$ cat config.mk
export PLATFORM = sky130hd
export DESIGN_NAME = page_frame_allocator_with_tables_core
export DESIGN_NICKNAME = d
export VERILOG_FILES = /design/src/hdl/pfa_pkg.sv /design/src/hdl/pfa_ctrl.sv /design/src/hdl/pfa_dp.sv /design/src/hdl/page_frame_allocator_with_tables_core.sv
export SDC_FILE = /design/constraint.sdc
export NUM_CORES = 2
export LEC_CHECK = 0
export BUFFER_PORTS_ARGS = -buffer_cell sky130_fd_sc_hd__buf_2
export CORE_ASPECT_RATIO = 1.25
export CORE_MARGIN = 2
export CORE_UTILIZATION = 45
export DETAILED_ROUTE_END_ITERATION = 10
export PLACE_DENSITY = 0.69
export SLEW_MARGIN = 20
export SYNTH_ARGS = -nofsm -noshare
export SYNTH_HDL_FRONTEND = slang
export SYNTH_SLANG_ARGS = --single-unit
$ cat constraint.sdc
create_clock -name clk_i -period 6.8 [get_ports clk_i]
set_input_delay 0.68 -clock clk_i [delete_from_list [all_inputs] [get_ports clk_i]]
set_output_delay 0.68 -clock clk_i [all_outputs]
set_load 0.05 [all_outputs]
$ cat src/hdl/pfa_pkg.sv
// Shared constants, codes and control structs of the page frame allocator.
`default_nettype none
package pfa_pkg;
  localparam int unsigned FRAMES    = 64;
  localparam int unsigned FRAME_W   = $clog2(FRAMES);
  localparam int unsigned FIDX_W    = FRAME_W + 1;
  localparam int unsigned PROCS     = 8;
  localparam int unsigned PID_W     = 3;
  localparam int unsigned MAX_PAGES = 16;
  localparam int unsigned PAGE_W    = $clog2(MAX_PAGES);
  localparam int unsigned CNT_W     = PAGE_W + 1;
  localparam int unsigned MEM_AW    = PID_W + PAGE_W;

  localparam int unsigned OP_W    = 2;
  localparam int unsigned SIZE_W  = 20;
  localparam int unsigned ADDR_W  = 16;
  localparam int unsigned STAT_W  = 3;
  localparam int unsigned PHYS_W  = 18;
  localparam int unsigned SHIFT_W = 4;
  localparam int unsigned LIMIT_W = 7;
  localparam int unsigned IN_W    = 48;
  localparam int unsigned OUT_W   = 32;

  localparam logic [SHIFT_W-1:0] SHIFT_MIN   = 4'd3;
  localparam logic [SHIFT_W-1:0] SHIFT_MAX   = 4'd12;
  localparam logic [SHIFT_W-1:0] SHIFT_RESET = 4'd5;
  localparam logic [LIMIT_W-1:0] LIMIT_RESET = 7'd64;

  localparam logic [OP_W-1:0] OP_CREATE = 2'd0;
  localparam logic [OP_W-1:0] OP_RESIZE = 2'd1;
  localparam logic [OP_W-1:0] OP_XLATE  = 2'd2;
  localparam logic [OP_W-1:0] OP_FINISH = 2'd3;

  localparam logic [STAT_W-1:0] ST_DONE      = 3'd0;
  localparam logic [STAT_W-1:0] ST_NO_TABLE  = 3'd1;
  localparam logic [STAT_W-1:0] ST_OOM       = 3'd2;
  localparam logic [STAT_W-1:0] ST_UNMAPPED  = 3'd3;
  localparam logic [STAT_W-1:0] ST_NO_CHANGE = 3'd4;
  localparam logic [STAT_W-1:0] ST_EXISTS    = 3'd5;

  localparam logic CFG_PAGE_SHIFT  = 1'b0;
  localparam logic CFG_FRAME_LIMIT = 1'b1;

  typedef enum logic [1:0] {DEC_RESPOND, DEC_COUNT, DEC_DROP, DEC_XLATE} dec_e;

  typedef struct packed {
    logic load;
    logic decide;
    logic cnt_step;
    logic grab_init;
    logic grab_step;
    logic oom;
    logic drop_rd;
    logic drop_clr;
    logic xl_rd;
    logic xl_fin;
    logic commit_grow;
    logic commit_drop;
    logic finish;
  } dp_cmd_t;

  typedef struct packed {
    dec_e dec;
    logic scan_end;
    logic enough;
    logic grab_done;
    logic drop_done;
  } dp_sts_t;
endpackage
`default_nettype wire

$ cat src/hdl/pfa_ctrl.sv
// Operation sequencer of the page frame allocator.
`default_nettype none
module pfa_ctrl import pfa_pkg::*; (
  input  wire logic    clk_i,
  input  wire logic    rst_ni,
  input  wire logic    start_i,
  input  wire dp_sts_t sts_i,
  output dp_cmd_t      cmd_o,
  output logic         idle_o
);
  localparam logic [3:0] S_IDLE     = 4'd0;
  localparam logic [3:0] S_DECIDE   = 4'd1;
  localparam logic [3:0] S_COUNT    = 4'd2;
  localparam logic [3:0] S_GRAB     = 4'd3;
  localparam logic [3:0] S_DROP_RD  = 4'd4;
  localparam logic [3:0] S_DROP_CLR = 4'd5;
  localparam logic [3:0] S_XL_RD    = 4'd6;
  localparam logic [3:0] S_XL_FIN   = 4'd7;
  localparam logic [3:0] S_DONE     = 4'd8;

  logic [3:0] state_q, state_d;

  always_ff @(posedge clk_i or negedge rst_ni) begin
    if (!rst_ni) begin
      state_q <= S_IDLE;
    end else begin
      state_q <= state_d;
    end
  end

  always_comb begin
    state_d = state_q;
    cmd_o   = '0;
    case (state_q)
      S_IDLE: begin
        if (start_i) begin
          cmd_o.load = 1'b1;
          state_d    = S_DECIDE;
        end
      end
      S_DECIDE: begin
        cmd_o.decide = 1'b1;
        case (sts_i.dec)
          DEC_COUNT: state_d = S_COUNT;
          DEC_DROP:  state_d = S_DROP_RD;
          DEC_XLATE: state_d = S_XL_RD;
          default:   state_d = S_DONE;
        endcase
      end
      S_COUNT: begin
        if (!sts_i.scan_end) begin
          cmd_o.cnt_step = 1'b1;
        end else if (sts_i.enough) begin
          cmd_o.grab_init = 1'b1;
          state_d         = S_GRAB;
        end else begin
          cmd_o.oom = 1'b1;
          state_d   = S_DONE;
        end
      end
      S_GRAB: begin
        if (sts_i.grab_done || sts_i.scan_end) begin
          cmd_o.commit_grow = 1'b1;
          state_d           = S_DONE;
        end else begin
          cmd_o.grab_step = 1'b1;
        end
      end
      S_DROP_RD: begin
        if (sts_i.drop_done) begin
          cmd_o.commit_drop = 1'b1;
          state_d           = S_DONE;
        end else begin
          cmd_o.drop_rd = 1'b1;
          state_d       = S_DROP_CLR;
        end
      end
      S_DROP_CLR: begin
        cmd_o.drop_clr = 1'b1;
        state_d        = S_DROP_RD;
      end
      S_XL_RD: begin
        cmd_o.xl_rd = 1'b1;
        state_d     = S_XL_FIN;
      end
      S_XL_FIN: begin
        cmd_o.xl_fin = 1'b1;
        state_d      = S_DONE;
      end
      S_DONE: begin
        cmd_o.finish = 1'b1;
        state_d      = S_IDLE;
      end
      default: state_d = S_IDLE;
    endcase
  end

  assign idle_o = (state_q == S_IDLE);
endmodule
`default_nettype wire

$ cat src/hdl/pfa_dp.sv
// Datapath: frame bitmap, page tables, scan counters and result registers.
`default_nettype none
module pfa_dp import pfa_pkg::*; (
  input  wire logic               clk_i,
  input  wire logic               rst_ni,
  input  wire dp_cmd_t            cmd_i,
  output dp_sts_t                 sts_o,
  input  wire logic [OP_W-1:0]    opcode_i,
  input  wire logic [PID_W-1:0]   pid_i,
  input  wire logic [SIZE_W-1:0]  size_bytes_i,
  input  wire logic [ADDR_W-1:0]  logical_address_i,
  input  wire logic [SHIFT_W-1:0] page_shift_i,
  input  wire logic [LIMIT_W-1:0] frame_limit_i,
  output logic [STAT_W-1:0]       status_o,
  output logic [PHYS_W-1:0]       physical_address_o,
  output logic [CNT_W-1:0]        page_count_o
);
  logic [FRAMES-1:0]  frame_used_q;
  logic [CNT_W-1:0]   held_q [PROCS];
  logic [PROCS-1:0]   present_q;
  logic [FRAME_W-1:0] page_frame_mem [PROCS*MAX_PAGES];
  logic [FRAME_W-1:0] rd_data_q;

  logic [OP_W-1:0]    op_q;
  logic [PID_W-1:0]   pid_q;
  logic [SIZE_W-1:0]  size_q;
  logic [ADDR_W-1:0]  addr_q;
  logic [SHIFT_W-1:0] sh_q;
  logic [11:0]        mask_q;
  logic [FIDX_W-1:0]  lim_q;
  logic [CNT_W-1:0]   need_q;
  logic               need_big_q;
  logic [FIDX_W-1:0]  idx_q;
  logic [FIDX_W-1:0]  cnt_q;
  logic [CNT_W-1:0]   pg_q;
  logic [STAT_W-1:0]  res_status_q;
  logic [PHYS_W-1:0]  res_phys_q;
  logic [CNT_W-1:0]   res_count_q;

  // Item setup: clamped shift, effective limit and pages needed.
  logic [SHIFT_W-1:0] sh_w;
  logic [11:0]        mask_w;
  logic [SIZE_W:0]    need_full_w;
  logic [FIDX_W-1:0]  lim_w;

  always_comb begin
    if (page_shift_i < SHIFT_MIN) sh_w = SHIFT_MIN;
    else if (page_shift_i > SHIFT_MAX) sh_w = SHIFT_MAX;
    else sh_w = page_shift_i;
    mask_w      = 12'((13'd1 << sh_w) - 13'd1);
    need_full_w = ({1'b0, size_bytes_i} + {9'd0, mask_w}) >> sh_w;
    lim_w = (frame_limit_i > LIMIT_W'(FRAMES)) ? FIDX_W'(FRAMES) : FIDX_W'(frame_limit_i);
  end

  // Decision on the latched item.
  logic [CNT_W-1:0]  held_w;
  logic              has_w;
  logic [SIZE_W:0]   cur_bytes_w;
  logic [12:0]       xl_page_w;
  dec_e              dec_w;
  logic [STAT_W-1:0] d_status_w;
  logic [CNT_W-1:0]  d_count_w;
  logic [CNT_W-1:0]  d_first_w;
  logic [CNT_W-1:0]  target_w;

  always_comb begin
    held_w      = held_q[pid_q];
    has_w       = present_q[pid_q];
    cur_bytes_w = {{(SIZE_W+1-CNT_W){1'b0}}, held_w} << sh_q;
    xl_page_w   = 13'(addr_q >> sh_q);
    dec_w       = DEC_RESPOND;
    d_status_w  = ST_DONE;
    d_count_w   = '0;
    d_first_w   = '0;
    if (op_q == OP_CREATE) begin
      if (has_w) begin
        d_status_w = ST_EXISTS;
        d_count_w  = held_w;
      end else if (need_big_q) begin
        d_status_w = ST_OOM;
      end else begin
        dec_w = DEC_COUNT;
      end
    end else if (!has_w) begin
      d_status_w = ST_NO_TABLE;
    end else begin
      d_count_w = held_w;
      case (op_q)
        OP_RESIZE: begin
          if ({1'b0, size_q} == cur_bytes_w) begin
            d_status_w = ST_NO_CHANGE;
          end else if ({1'b0, size_q} > cur_bytes_w) begin
            if (need_big_q) d_status_w = ST_OOM;
            else begin
              dec_w     = DEC_COUNT;
              d_first_w = held_w;
            end
          end else begin
            dec_w     = DEC_DROP;
            d_first_w = need_q;
          end
        end
        OP_XLATE: begin
          if (xl_page_w >= {8'd0, held_w}) d_status_w = ST_UNMAPPED;
          else dec_w = DEC_XLATE;
        end
        default: begin
          dec_w     = DEC_DROP;
          d_count_w = '0;
        end
      endcase
    end
    target_w = (op_q == OP_CREATE) ? need_q : CNT_W'(need_q - held_w);
  end

  logic free_here_w;
  assign free_here_w = (idx_q < lim_q) && !frame_used_q[idx_q[FRAME_W-1:0]];

  assign sts_o.dec       = dec_w;
  assign sts_o.scan_end  = (idx_q == FIDX_W'(FRAMES));
  assign sts_o.enough    = (cnt_q >= {{(FIDX_W-CNT_W){1'b0}}, target_w});
  assign sts_o.grab_done = (pg_q == need_q);
  assign sts_o.drop_done = (pg_q == held_w);

  logic [MEM_AW-1:0] mem_addr_w;
  assign mem_addr_w = {pid_q, pg_q[PAGE_W-1:0]};

  // Page table memory: one write and one registered read port.
  always_ff @(posedge clk_i) begin
    if (cmd_i.grab_step && free_here_w) begin
      page_frame_mem[mem_addr_w] <= idx_q[FRAME_W-1:0];
    end
    if (cmd_i.drop_rd) begin
      rd_data_q <= page_frame_mem[mem_addr_w];
    end else if (cmd_i.xl_rd) begin
      rd_data_q <= page_frame_mem[{pid_q, xl_page_w[PAGE_W-1:0]}];
    end
  end

  always_ff @(posedge clk_i) begin
    if (cmd_i.load) begin
      op_q       <= opcode_i;
      pid_q      <= pid_i;
      size_q     <= size_bytes_i;
      addr_q     <= logical_address_i;
      sh_q       <= sh_w;
      mask_q     <= mask_w;
      lim_q      <= lim_w;
      need_q     <= need_full_w[CNT_W-1:0];
      need_big_q <= (need_full_w > (SIZE_W+1)'(MAX_PAGES));
    end
    if (cmd_i.decide) begin
      idx_q        <= '0;
      cnt_q        <= '0;
      pg_q         <= d_first_w;
      res_status_q <= d_status_w;
      res_count_q  <= d_count_w;
      res_phys_q   <= '0;
    end
    if (cmd_i.cnt_step) begin
      idx_q <= idx_q + 1'b1;
      if (free_here_w) cnt_q <= cnt_q + 1'b1;
    end
    if (cmd_i.grab_init) begin
      idx_q <= '0;
    end
    if (cmd_i.grab_step) begin
      idx_q <= idx_q + 1'b1;
      if (free_here_w) pg_q <= pg_q + 1'b1;
    end
    if (cmd_i.oom) begin
      res_status_q <= ST_OOM;
    end
    if (cmd_i.drop_clr) begin
      pg_q <= pg_q + 1'b1;
    end
    if (cmd_i.xl_fin) begin
      res_phys_q <= (PHYS_W'(rd_data_q) << sh_q) + PHYS_W'(addr_q[11:0] & mask_q);
    end
    if (cmd_i.commit_grow || (cmd_i.commit_drop && op_q == OP_RESIZE)) begin
      res_count_q <= need_q;
    end
  end

  always_ff @(posedge clk_i or negedge rst_ni) begin
    if (!rst_ni) begin
      frame_used_q <= '0;
      present_q    <= '0;
      for (int i = 0; i < PROCS; i++) held_q[i] <= '0;
    end else begin
      if (cmd_i.grab_step && free_here_w) begin
        frame_used_q[idx_q[FRAME_W-1:0]] <= 1'b1;
      end
      if (cmd_i.drop_clr) begin
        frame_used_q[rd_data_q] <= 1'b0;
      end
      if (cmd_i.commit_grow) begin
        present_q[pid_q] <= 1'b1;
        held_q[pid_q]    <= need_q;
      end
      if (cmd_i.commit_drop) begin
        if (op_q == OP_FINISH) begin
          present_q[pid_q] <= 1'b0;
          held_q[pid_q]    <= '0;
        end else begin
          held_q[pid_q] <= need_q;
        end
      end
    end
  end

  assign status_o           = res_status_q;
  assign physical_address_o = res_phys_q;
  assign page_count_o       = res_count_q;
endmodule
`default_nettype wire

$ cat src/hdl/page_frame_allocator_with_tables_core.sv
// Top level: stream ports, configuration registers and the result register.
// An item that needs no walk responds straight from the decision; translate reads the
// table and then forms the address; shrink and finish read and clear each page freed;
// a create or grow first counts free frames below the limit and, if there are enough,
// takes frames in a first-fit pass. One item is in work at a time; the next is taken
// the cycle after the result transfer. Reset clears the frame bitmap, the table present
// bits and page counts at once and loads the configuration reset values; no sweep.
`default_nettype none
module page_frame_allocator_with_tables_core import pfa_pkg::*; (
  input  wire logic               clk_i,
  input  wire logic               rst_ni,
  input  wire logic               s_axis_tvalid,
  output logic                    s_axis_tready,
  // opcode[1:0], pid[4:2], size_bytes[24:5], logical_address[40:25], zeros
  input  wire logic [IN_W-1:0]    s_axis_tdata,
  output logic                    m_axis_tvalid,
  input  wire logic               m_axis_tready,
  // status[2:0], physical_address[20:3], page_count[25:21], zeros
  output logic [OUT_W-1:0]        m_axis_tdata,
  input  wire logic               cfg_valid_i,
  output logic                    cfg_ready_o,
  input  wire logic               cfg_index_i,
  input  wire logic [LIMIT_W-1:0] cfg_data_i
);
  logic [SHIFT_W-1:0] page_shift_q;
  logic [LIMIT_W-1:0] frame_limit_q;
  logic               out_valid_q;
  logic [STAT_W-1:0]  out_status_q;
  logic [PHYS_W-1:0]  out_phys_q;
  logic [CNT_W-1:0]   out_count_q;
  logic               idle_w;
  logic               in_xfer_w;
  dp_cmd_t            cmd_w;
  dp_sts_t            sts_w;
  logic [STAT_W-1:0]  dp_status_w;
  logic [PHYS_W-1:0]  dp_phys_w;
  logic [CNT_W-1:0]   dp_count_w;

  // Configuration writes are always taken; software writes only while idle, a rule the block does not enforce.
  assign cfg_ready_o = 1'b1;

  always_ff @(posedge clk_i or negedge rst_ni) begin
    if (!rst_ni) begin
      page_shift_q  <= SHIFT_RESET;
      frame_limit_q <= LIMIT_RESET;
    end else if (cfg_valid_i) begin
      case (cfg_index_i)
        CFG_PAGE_SHIFT:  page_shift_q  <= cfg_data_i[SHIFT_W-1:0];
        CFG_FRAME_LIMIT: frame_limit_q <= cfg_data_i;
        default: ;
      endcase
    end
  end

  // An item is taken only when the sequencer is idle and no result waits.
  assign s_axis_tready = idle_w && !out_valid_q;
  assign in_xfer_w     = s_axis_tvalid && s_axis_tready;

  pfa_ctrl u_ctrl (
    .clk_i   (clk_i),
    .rst_ni  (rst_ni),
    .start_i (in_xfer_w),
    .sts_i   (sts_w),
    .cmd_o   (cmd_w),
    .idle_o  (idle_w)
  );

  pfa_dp u_dp (
    .clk_i              (clk_i),
    .rst_ni             (rst_ni),
    .cmd_i              (cmd_w),
    .sts_o              (sts_w),
    .opcode_i           (s_axis_tdata[1:0]),
    .pid_i              (s_axis_tdata[4:2]),
    .size_bytes_i       (s_axis_tdata[24:5]),
    .logical_address_i  (s_axis_tdata[40:25]),
    .page_shift_i       (page_shift_q),
    .frame_limit_i      (frame_limit_q),
    .status_o           (dp_status_w),
    .physical_address_o (dp_phys_w),
    .page_count_o       (dp_count_w)
  );

  // Result register: loaded when the sequencer finishes, held until taken.
  always_ff @(posedge clk_i or negedge rst_ni) begin
    if (!rst_ni) begin
      out_valid_q <= 1'b0;
    end else if (cmd_w.finish) begin
      out_valid_q <= 1'b1;
    end else if (m_axis_tready) begin
      out_valid_q <= 1'b0;
    end
  end

  always_ff @(posedge clk_i) begin
    if (cmd_w.finish) begin
      out_status_q <= dp_status_w;
      out_phys_q   <= dp_phys_w;
      out_count_q  <= dp_count_w;
    end
  end

  assign m_axis_tvalid = out_valid_q;
  assign m_axis_tdata  = {6'd0, out_count_q, out_phys_q, out_status_q};

  a_one_in_flight: assert property (@(posedge clk_i) disable iff (!rst_ni)
    in_xfer_w |=> !s_axis_tready) else $error("item taken while busy");
  a_status_range: assert property (@(posedge clk_i) disable iff (!rst_ni)
    out_valid_q |-> out_status_q <= ST_EXISTS) else $error("bad status code");
  a_phys_only_xlate: assert property (@(posedge clk_i) disable iff (!rst_ni)
    (out_valid_q && out_status_q != ST_DONE) |-> out_phys_q == '0)
    else $error("address on failed operation");
  a_finish_when_free: assert property (@(posedge clk_i) disable iff (!rst_ni)
    cmd_w.finish |-> !out_valid_q) else $error("result overwritten");
endmodule
`default_nettype wire

======== Word-level counts from Yosys, hierarchy flattened ========
Memories as Yosys holds them, arrays and structs flattened.
Index checks and enable logic that the tools add are counted.
cells by class
  bitwise operators ....................... 11
  $add $sub $neg .......................... 7
  reductions and logical operators ........ 24
  order comparisons ....................... 16
  mux-type cells .......................... 104
  shifts and indexed selects .............. 5
  equality and inequality tests ........... 21
operators by type and width
  operator             count
  $mux 64              2
  $mux 40              3
  $mux 5               20
  $bwmux 40            2
  $and 64x64->64       1
  $not 64->64          1
  $or 64x64->64        1
  $mux 7               7
  $and 40x40->40       1
  $not 40->40          1
  $mux 18              2
  $pmux 4 s8           1
  $mux 1               31
  $mux 4               7
  $mux 8               3
  $add 20x12->21       1
  $eq 20x21->1         1
  $gt 20x21->1         1
  $gt 21x5->1 const B  1
  $shl 5x4->21         1
  $shr 21x4->21        1
  $add 18x18->18       1
  $mux 2               9
  $shl 6x4->18         1
  54 further kinds     88
storage, ports and cells
  input bits .............................. 61
  output and inout bits ................... 35
  memories kept ........................... 1
  bits in writable memories ............... 768
  register bits after elaboration ......... 275
  logic and storage cells ................. 222
memory list
  name                 depth  width  rd ports  clocked after Yosys merged registers in  wr ports  RTL line      source
  u_dp.page_frame_mem  128    6      2         0                                        1         pfa_dp.sv:21  logic [FRAME_W-1:0] page_frame_mem [PROCS*MAX_PAGES];

======== Logic depth before layout (Yosys ltp) ========
  word-level depth ........................ 15
  depth in mapped cells ................... 22
  gate-level depth less buffers ........... 20

======== By module ========
From an unflattened synthesis, not the netlist that was laid out.
second synthesis, totals
  cells, all modules ...................... 4270
  area, all modules ....................... 51326.7 um^2
modules (own cells, without submodules)
  module                                 cells each  area each (um^2)  times used  seq. area each (um^2)
  pfa_dp                                 4153        49598.8           1           29348.1
  page_frame_allocator_with_tables_core  65          1331.3            1           1084.8
  pfa_ctrl                               52          396.6             1           100.1

======== Worst setup path after synthesis ========
OpenSTA, ideal clock, no wires.
  kind .................................... flip-flop to flip-flop
  start point ............................. reg u_dp.idx_q[0]
  end point ............................... mem u_dp.page_frame_mem[102][0] in the netlist's numbering (enable)
  setup slack ............................. 1548 ps
  required time ........................... 6450 ps
  setup time .............................. 350 ps
  arrival ................................. 4902 ps
  path buffers ............................ 3
  cell stages (with the launch flop) ...... 13
  cell sequence ........................... edfxtp_1 > buf_2 > mux4_2 > nand2_1 > a31oi_1 > a32oi_1 > nor2_1 > a311o_1 > a2111o_1 > buf_6 > or3_1 > clkbuf_1 > nor2_1
on the way
  cells in the longest elaborated chain, start to end .. 7
RTL lines
  what                                                                     RTL line                       source
  start: declaration                                                       pfa_dp.sv:33                   logic [FIDX_W-1:0] idx_q;
  start signal: assignment                                                 pfa_dp.sv:161                  idx_q <= idx_q + 1'b1;
  start signal: assignment                                                 pfa_dp.sv:168                  idx_q <= idx_q + 1'b1;
  $bmux 1 s6 / $eq 7x7->1 (equally long branches)                          pfa_dp.sv:117, pfa_dp.sv:120
  $mux 1 (implied by the code) / $logic_or 1x1->1 (equally long branches)  pfa_dp.sv:117, pfa_ctrl.sv:62
  $logic_not 1->1 / $mux 1 (equally long branches)                         pfa_dp.sv:117, pfa_ctrl.sv:62
  $logic_and 1x1->1 / $mux 1 (equally long branches)                       pfa_dp.sv:117, pfa_ctrl.sv:34
  $logic_and 1x1->1 (*)                                                    pfa_dp.sv:130                  if (cmd_i.grab_step && free_here_w) begin
  $mux 1 (*)                                                               pfa_dp.sv:130
  $mux 1 (implied by the code) (*)                                         pfa_dp.sv:131                  page_frame_mem[mem_addr_w] <= idx_q[FRAME_W-1:0];
  end: declaration                                                         pfa_dp.sv:21
Mark *: on every way between the ends. The rest lies on a longest branch, timed or not. The select of a mux whose other input is x is not followed.

======== Worst setup path in the final report ========
  start point ............................. reg u_dp.pid_q[2]
  end point ............................... reg u_dp.pg_q[0]
on the way
  cells in the longest elaborated chain, start to end .. 15
RTL lines
  what                                        RTL line       source
  start: declaration                          pfa_dp.sv:25   logic [PID_W-1:0] pid_q;
  start signal: assignment                    pfa_dp.sv:143  pid_q <= pid_i;
  $not 3->4 (implied by the code)             pfa_dp.sv:67   held_w = held_q[pid_q];
  $bmux 5 s3                                  pfa_dp.sv:67
  $mux 5 (implied by the code) (2 in series)  pfa_dp.sv:67
  $shl 5x4->21                                pfa_dp.sv:69   cur_bytes_w = {{(SIZE_W+1-CNT_W){1'b0}}, held_w} << sh_q;
  $gt 20x21->1                                pfa_dp.sv:92   end else if ({1'b0, size_q} > cur_bytes_w) begin
  $mux 5                                      pfa_dp.sv:92
  $mux 5                                      pfa_dp.sv:90   if ({1'b0, size_q} == cur_bytes_w) begin
  $mux 5                                      pfa_dp.sv:88   case (op_q)
  $mux 5 (*)                                  pfa_dp.sv:84   end else if (!has_w) begin
  $mux 5 (*)                                  pfa_dp.sv:75   if (op_q == OP_CREATE) begin
  $mux 5 (*)                                  pfa_dp.sv:152  if (cmd_i.decide) begin
  $mux 5                                      pfa_dp.sv:169  if (free_here_w) pg_q <= pg_q + 1'b1;
  $mux 5 (*)                                  pfa_dp.sv:167  if (cmd_i.grab_step) begin
  $mux 5 (*)                                  pfa_dp.sv:174  if (cmd_i.drop_clr) begin
  end signal: assignment                      pfa_dp.sv:155  pg_q <= d_first_w;
  end signal: assignment                      pfa_dp.sv:169
  end signal: assignment                      pfa_dp.sv:175  pg_q <= pg_q + 1'b1;
  end: declaration                            pfa_dp.sv:35   logic [CNT_W-1:0] pg_q;
Marks and branches as above.
A chain may end at the register's enable or synchronous reset.

==> flow_summary.toml <==
[outcome]
status = "complete, no violations"

[worst_setup_path]
crit_type = "flop to flop"
worstPathRequired_ns = 7.37
worstSetupEndpointType = "flop"
cp-startpoint = "u_dp.pid_q[2]"
regToRegSetupSlack_ns = 1.24
start_kind = "flop"
worstPathArrival_ns = 6.13
worstReg2RegEnd = "u_dp.pg_q[0]"
reg2regPathDepth = 21
rr_startpoint = "u_dp.pid_q[2]"
cp_max_fo = 21

[floorplan]
die_area_mm2 = 0.116
core_mm2 = 0.113
start_util_pct = 45.2
die_w_um = 306
rows = 138
io_pins = 96
die_y_um = 381

[final_layout]
fin_cells = 5808
layout.nets = 4390
drive_above_1_share_pct = 12.2
syn_to_final_growth_pct = 10.1
design_area_mm2 = 0.0563

[synth]
synth_top_area_share_pct = 52.8
synth_top_family_by_area = "compound AO/OA/AOI/OAI gates"
yosysWarnings = 0
synth.avg_cell_area_um2 = 12.0
synth_area_leaders = "edfxtp_1, dfrtp_1, a22oi_1"
yosysTopAreaCell = "edfxtp_1"
synthFlopType = "edfxtp_1"
synth-xor-area-share_pct = 0.736
synth_compound_area_share_pct = 15.3
synthMuxAreaShare_pct = 6.34
synth-seq-area-share_pct = 59.7
yosysUniqueCellTypes = 93
ys_ff_latch = 1043
synth-simple-area-share_pct = 12.9
synth_common_cells = "edfxtp_1, nand2_1, a22oi_1"
synth_area_mm2 = 0.0512
synth-adder-area-share_pct = 1.90
async_reset_ff_share_pct = 12.3
synth_edf_count = 900
netlist_instances = 4262
synth_most_common_cell = "edfxtp_1"

[power]
power-per-cell-area_mw_per_mm2 = 387
power.leakage_nw = 19.1
vdd_drop_max_uv = 325

[grt]
overflow = 0
grt_first_pass_wirelength_mm = 244
antenna_found_initial = 7
grt_max_degree = 101
grt_usage_pct = 28.1
first_global_vias = 38000

[clock_tree]
htree_levels = 3
cts_tree = "built"
cts_sinks = 1043
cts_resized = 0
clk_pin_slew_ns = 0.07
clkLatencyLatePin_ns = 0.76
cts_setup_buffers = 0
cts_root_buffer = "clkbuf_16"
cts_max_path_buffers = 3
ctsHoldBuffers = 0
cts_made_buffers = 100

[route]
avgViaCountPerCell = 6.77
ant_nets = 0
wl_per_cell_um = 29.0
vias = 39300
dr.pass1.iters = 7
drt_iter0_drc = 5751
drc = 0
drt-total-wl_mm = 168

[timing]
fmax_ghz = 0.180
max-slew-margin-rel_pct = 12.7
hold_viol_final = 0
fin_tns_setup_ns = 0
tightest_slew_ns = 1.31
rsz0062_at_grt = "false"
hold_ws_ns = 0.0356
period_minus_slack_ns = 5.56
finalCritPeriodShare_pct = 81.7
maxSlewViolCount = 0
skew_ns = 0.0492
setup_viol = 0

[worst_hold_path]
hold_class = "input pin to async pin"

[placement]
place_area_mm2 = 0.0531
place_inst = 5621
portBuffers = 81
gp_congestion = 0.969
place_hpwl_mm = 107

[flow_run]
maxCapViolCount = 0
==> cells in the final DEF, fill, tap and decap left out, types with 20 or more instances in the layout <==
cell	Yosys	final
dfrtp_1	125	125
o2bb2ai_1	44	44
nor2_1	285	281
a21oi_1	245	245
nor2b_1	35	34
nand3_1	175	175
a221oi_1	60	60
o21ai_0	82	82
a31oi_1	66	66
a211oi_1	30	30
buf_4	20	101
nand2_1	558	558
mux4_2	83	83
a21o_1	29	29
and2_1	28	26
a22o_1	57	57
ha_1	73	73
edfxtp_1	900	900
mux2i_1	92	92
nand4_1	153	153
inv_1	45	44
o211ai_1	44	44
mux2_2	37	36
xnor2_1	26	26
a22oi_1	311	311
nor3_1	48	46
clkbuf_1	167	23
buf_2	72	80
nand2b_1	20	20
o22ai_1	21	21
a32oi_1	31	31
clkbuf_16	0	102
==> stage by stage <==
step | power, mW | util (%) | setup WS (ns)
after global routing | 22.4 | 49.8 | 0.942
after CTS | 21.5 | 49.8 | 1.32
final | 21.8 | 49.8 | 1.24
after global placement | 16.0 | 47.0 | 1.52
after detailed placement | 16.1 | 47.0 | 1.35
after floorplan | 13.4 | - | 1.55
==> critical path: stages, from the launching register on <==
cell and delay [ns]:
edfxtp_1 0.94, nor2b_1 0.51, a22oi_1 0.14, o22ai_1 0.21, a211oi_2 0.06, buf_4 0.23
mux2_2 0.27, o22ai_1 0.25, nand2_1 0.08, o21ai_0 0.11, nand2_1 0.13, ha_1 0.35
a21o_1 0.18, a21o_1 0.17, a21o_1 0.18, a21o_1 0.18, a21o_1 0.18, a221oi_1 0.39
a21oi_1 0.31, mux2i_1 0.23, a2bb2oi_1 0.19, mux2i_1 0.10
==> worst max path at each step <==
stage	to	slack [ns]
after floorplan	u_dp.page_frame_mem[102][0]	1.55
after global placement	u_dp.pg_q[1]	1.52
after CTS	u_dp.pg_q[0]	1.32
after detailed placement	u_dp.pg_q[0]	1.35
final	u_dp.pg_q[0]	1.24
after global routing	u_dp.pg_q[0]	0.94
==> power breakdown <==
group          switching (mW)  internal, mW  total, mW
sequential              0.318          7.89       8.21
clock                    2.52          2.99       5.51
combinational            5.66          2.40       8.07
==> registers in the layout (all words and copies together), names as in the netlist, 5 cells and up <==
register,flops
u_dp.page_frame_mem,768
u_dp.frame_used_q,64
u_dp.held_q,40
u_dp.size_q,20
out_phys_q,18
u_dp.physical_address_o,18
u_dp.addr_q,16
u_dp.mask_q,12
u_dp.present_q,8
frame_limit_q,7
u_dp.cnt_q,7
u_dp.idx_q,7
u_dp.lim_q,7
u_dp.rd_data_q,6
out_count_q,5
u_dp.need_q,5
u_dp.page_count_o,5
u_dp.pg_q,5
==> kinds of logic after synthesis <==
kind of cell	after synthesis
AO/OA/AOI/OAI	1115
multiplexers	214
buffers and inverters	364
AND/OR/NAND/NOR	1405
flip-flops	1043
XOR/XNOR	43
adder cells (fa/ha/maj)	76
other	2
==> per-layer routing <==
metal | wire, um | global-route usage, % | part of all wire, %
met3 | 20900 | 7.33 | 12
met2 | 77700 | 44.6 | 46
met4 | 11400 | 17.3 | 6.8
met5 | 73 | 0 | 0.043
met1 | 58400 | 34.3 | 35
==> final cells by class <==
class,count,area (um^2)
fill,9568,56800
tap,1470,1840
clock buffer,131,2720
timing repair buffer,193,1400
clock inverter,53,460
antenna,3,7.51
sequential,1043,30500
multi-input combinational,2864,19200
inverter,51,200
(Power assumes the default switching activity.)
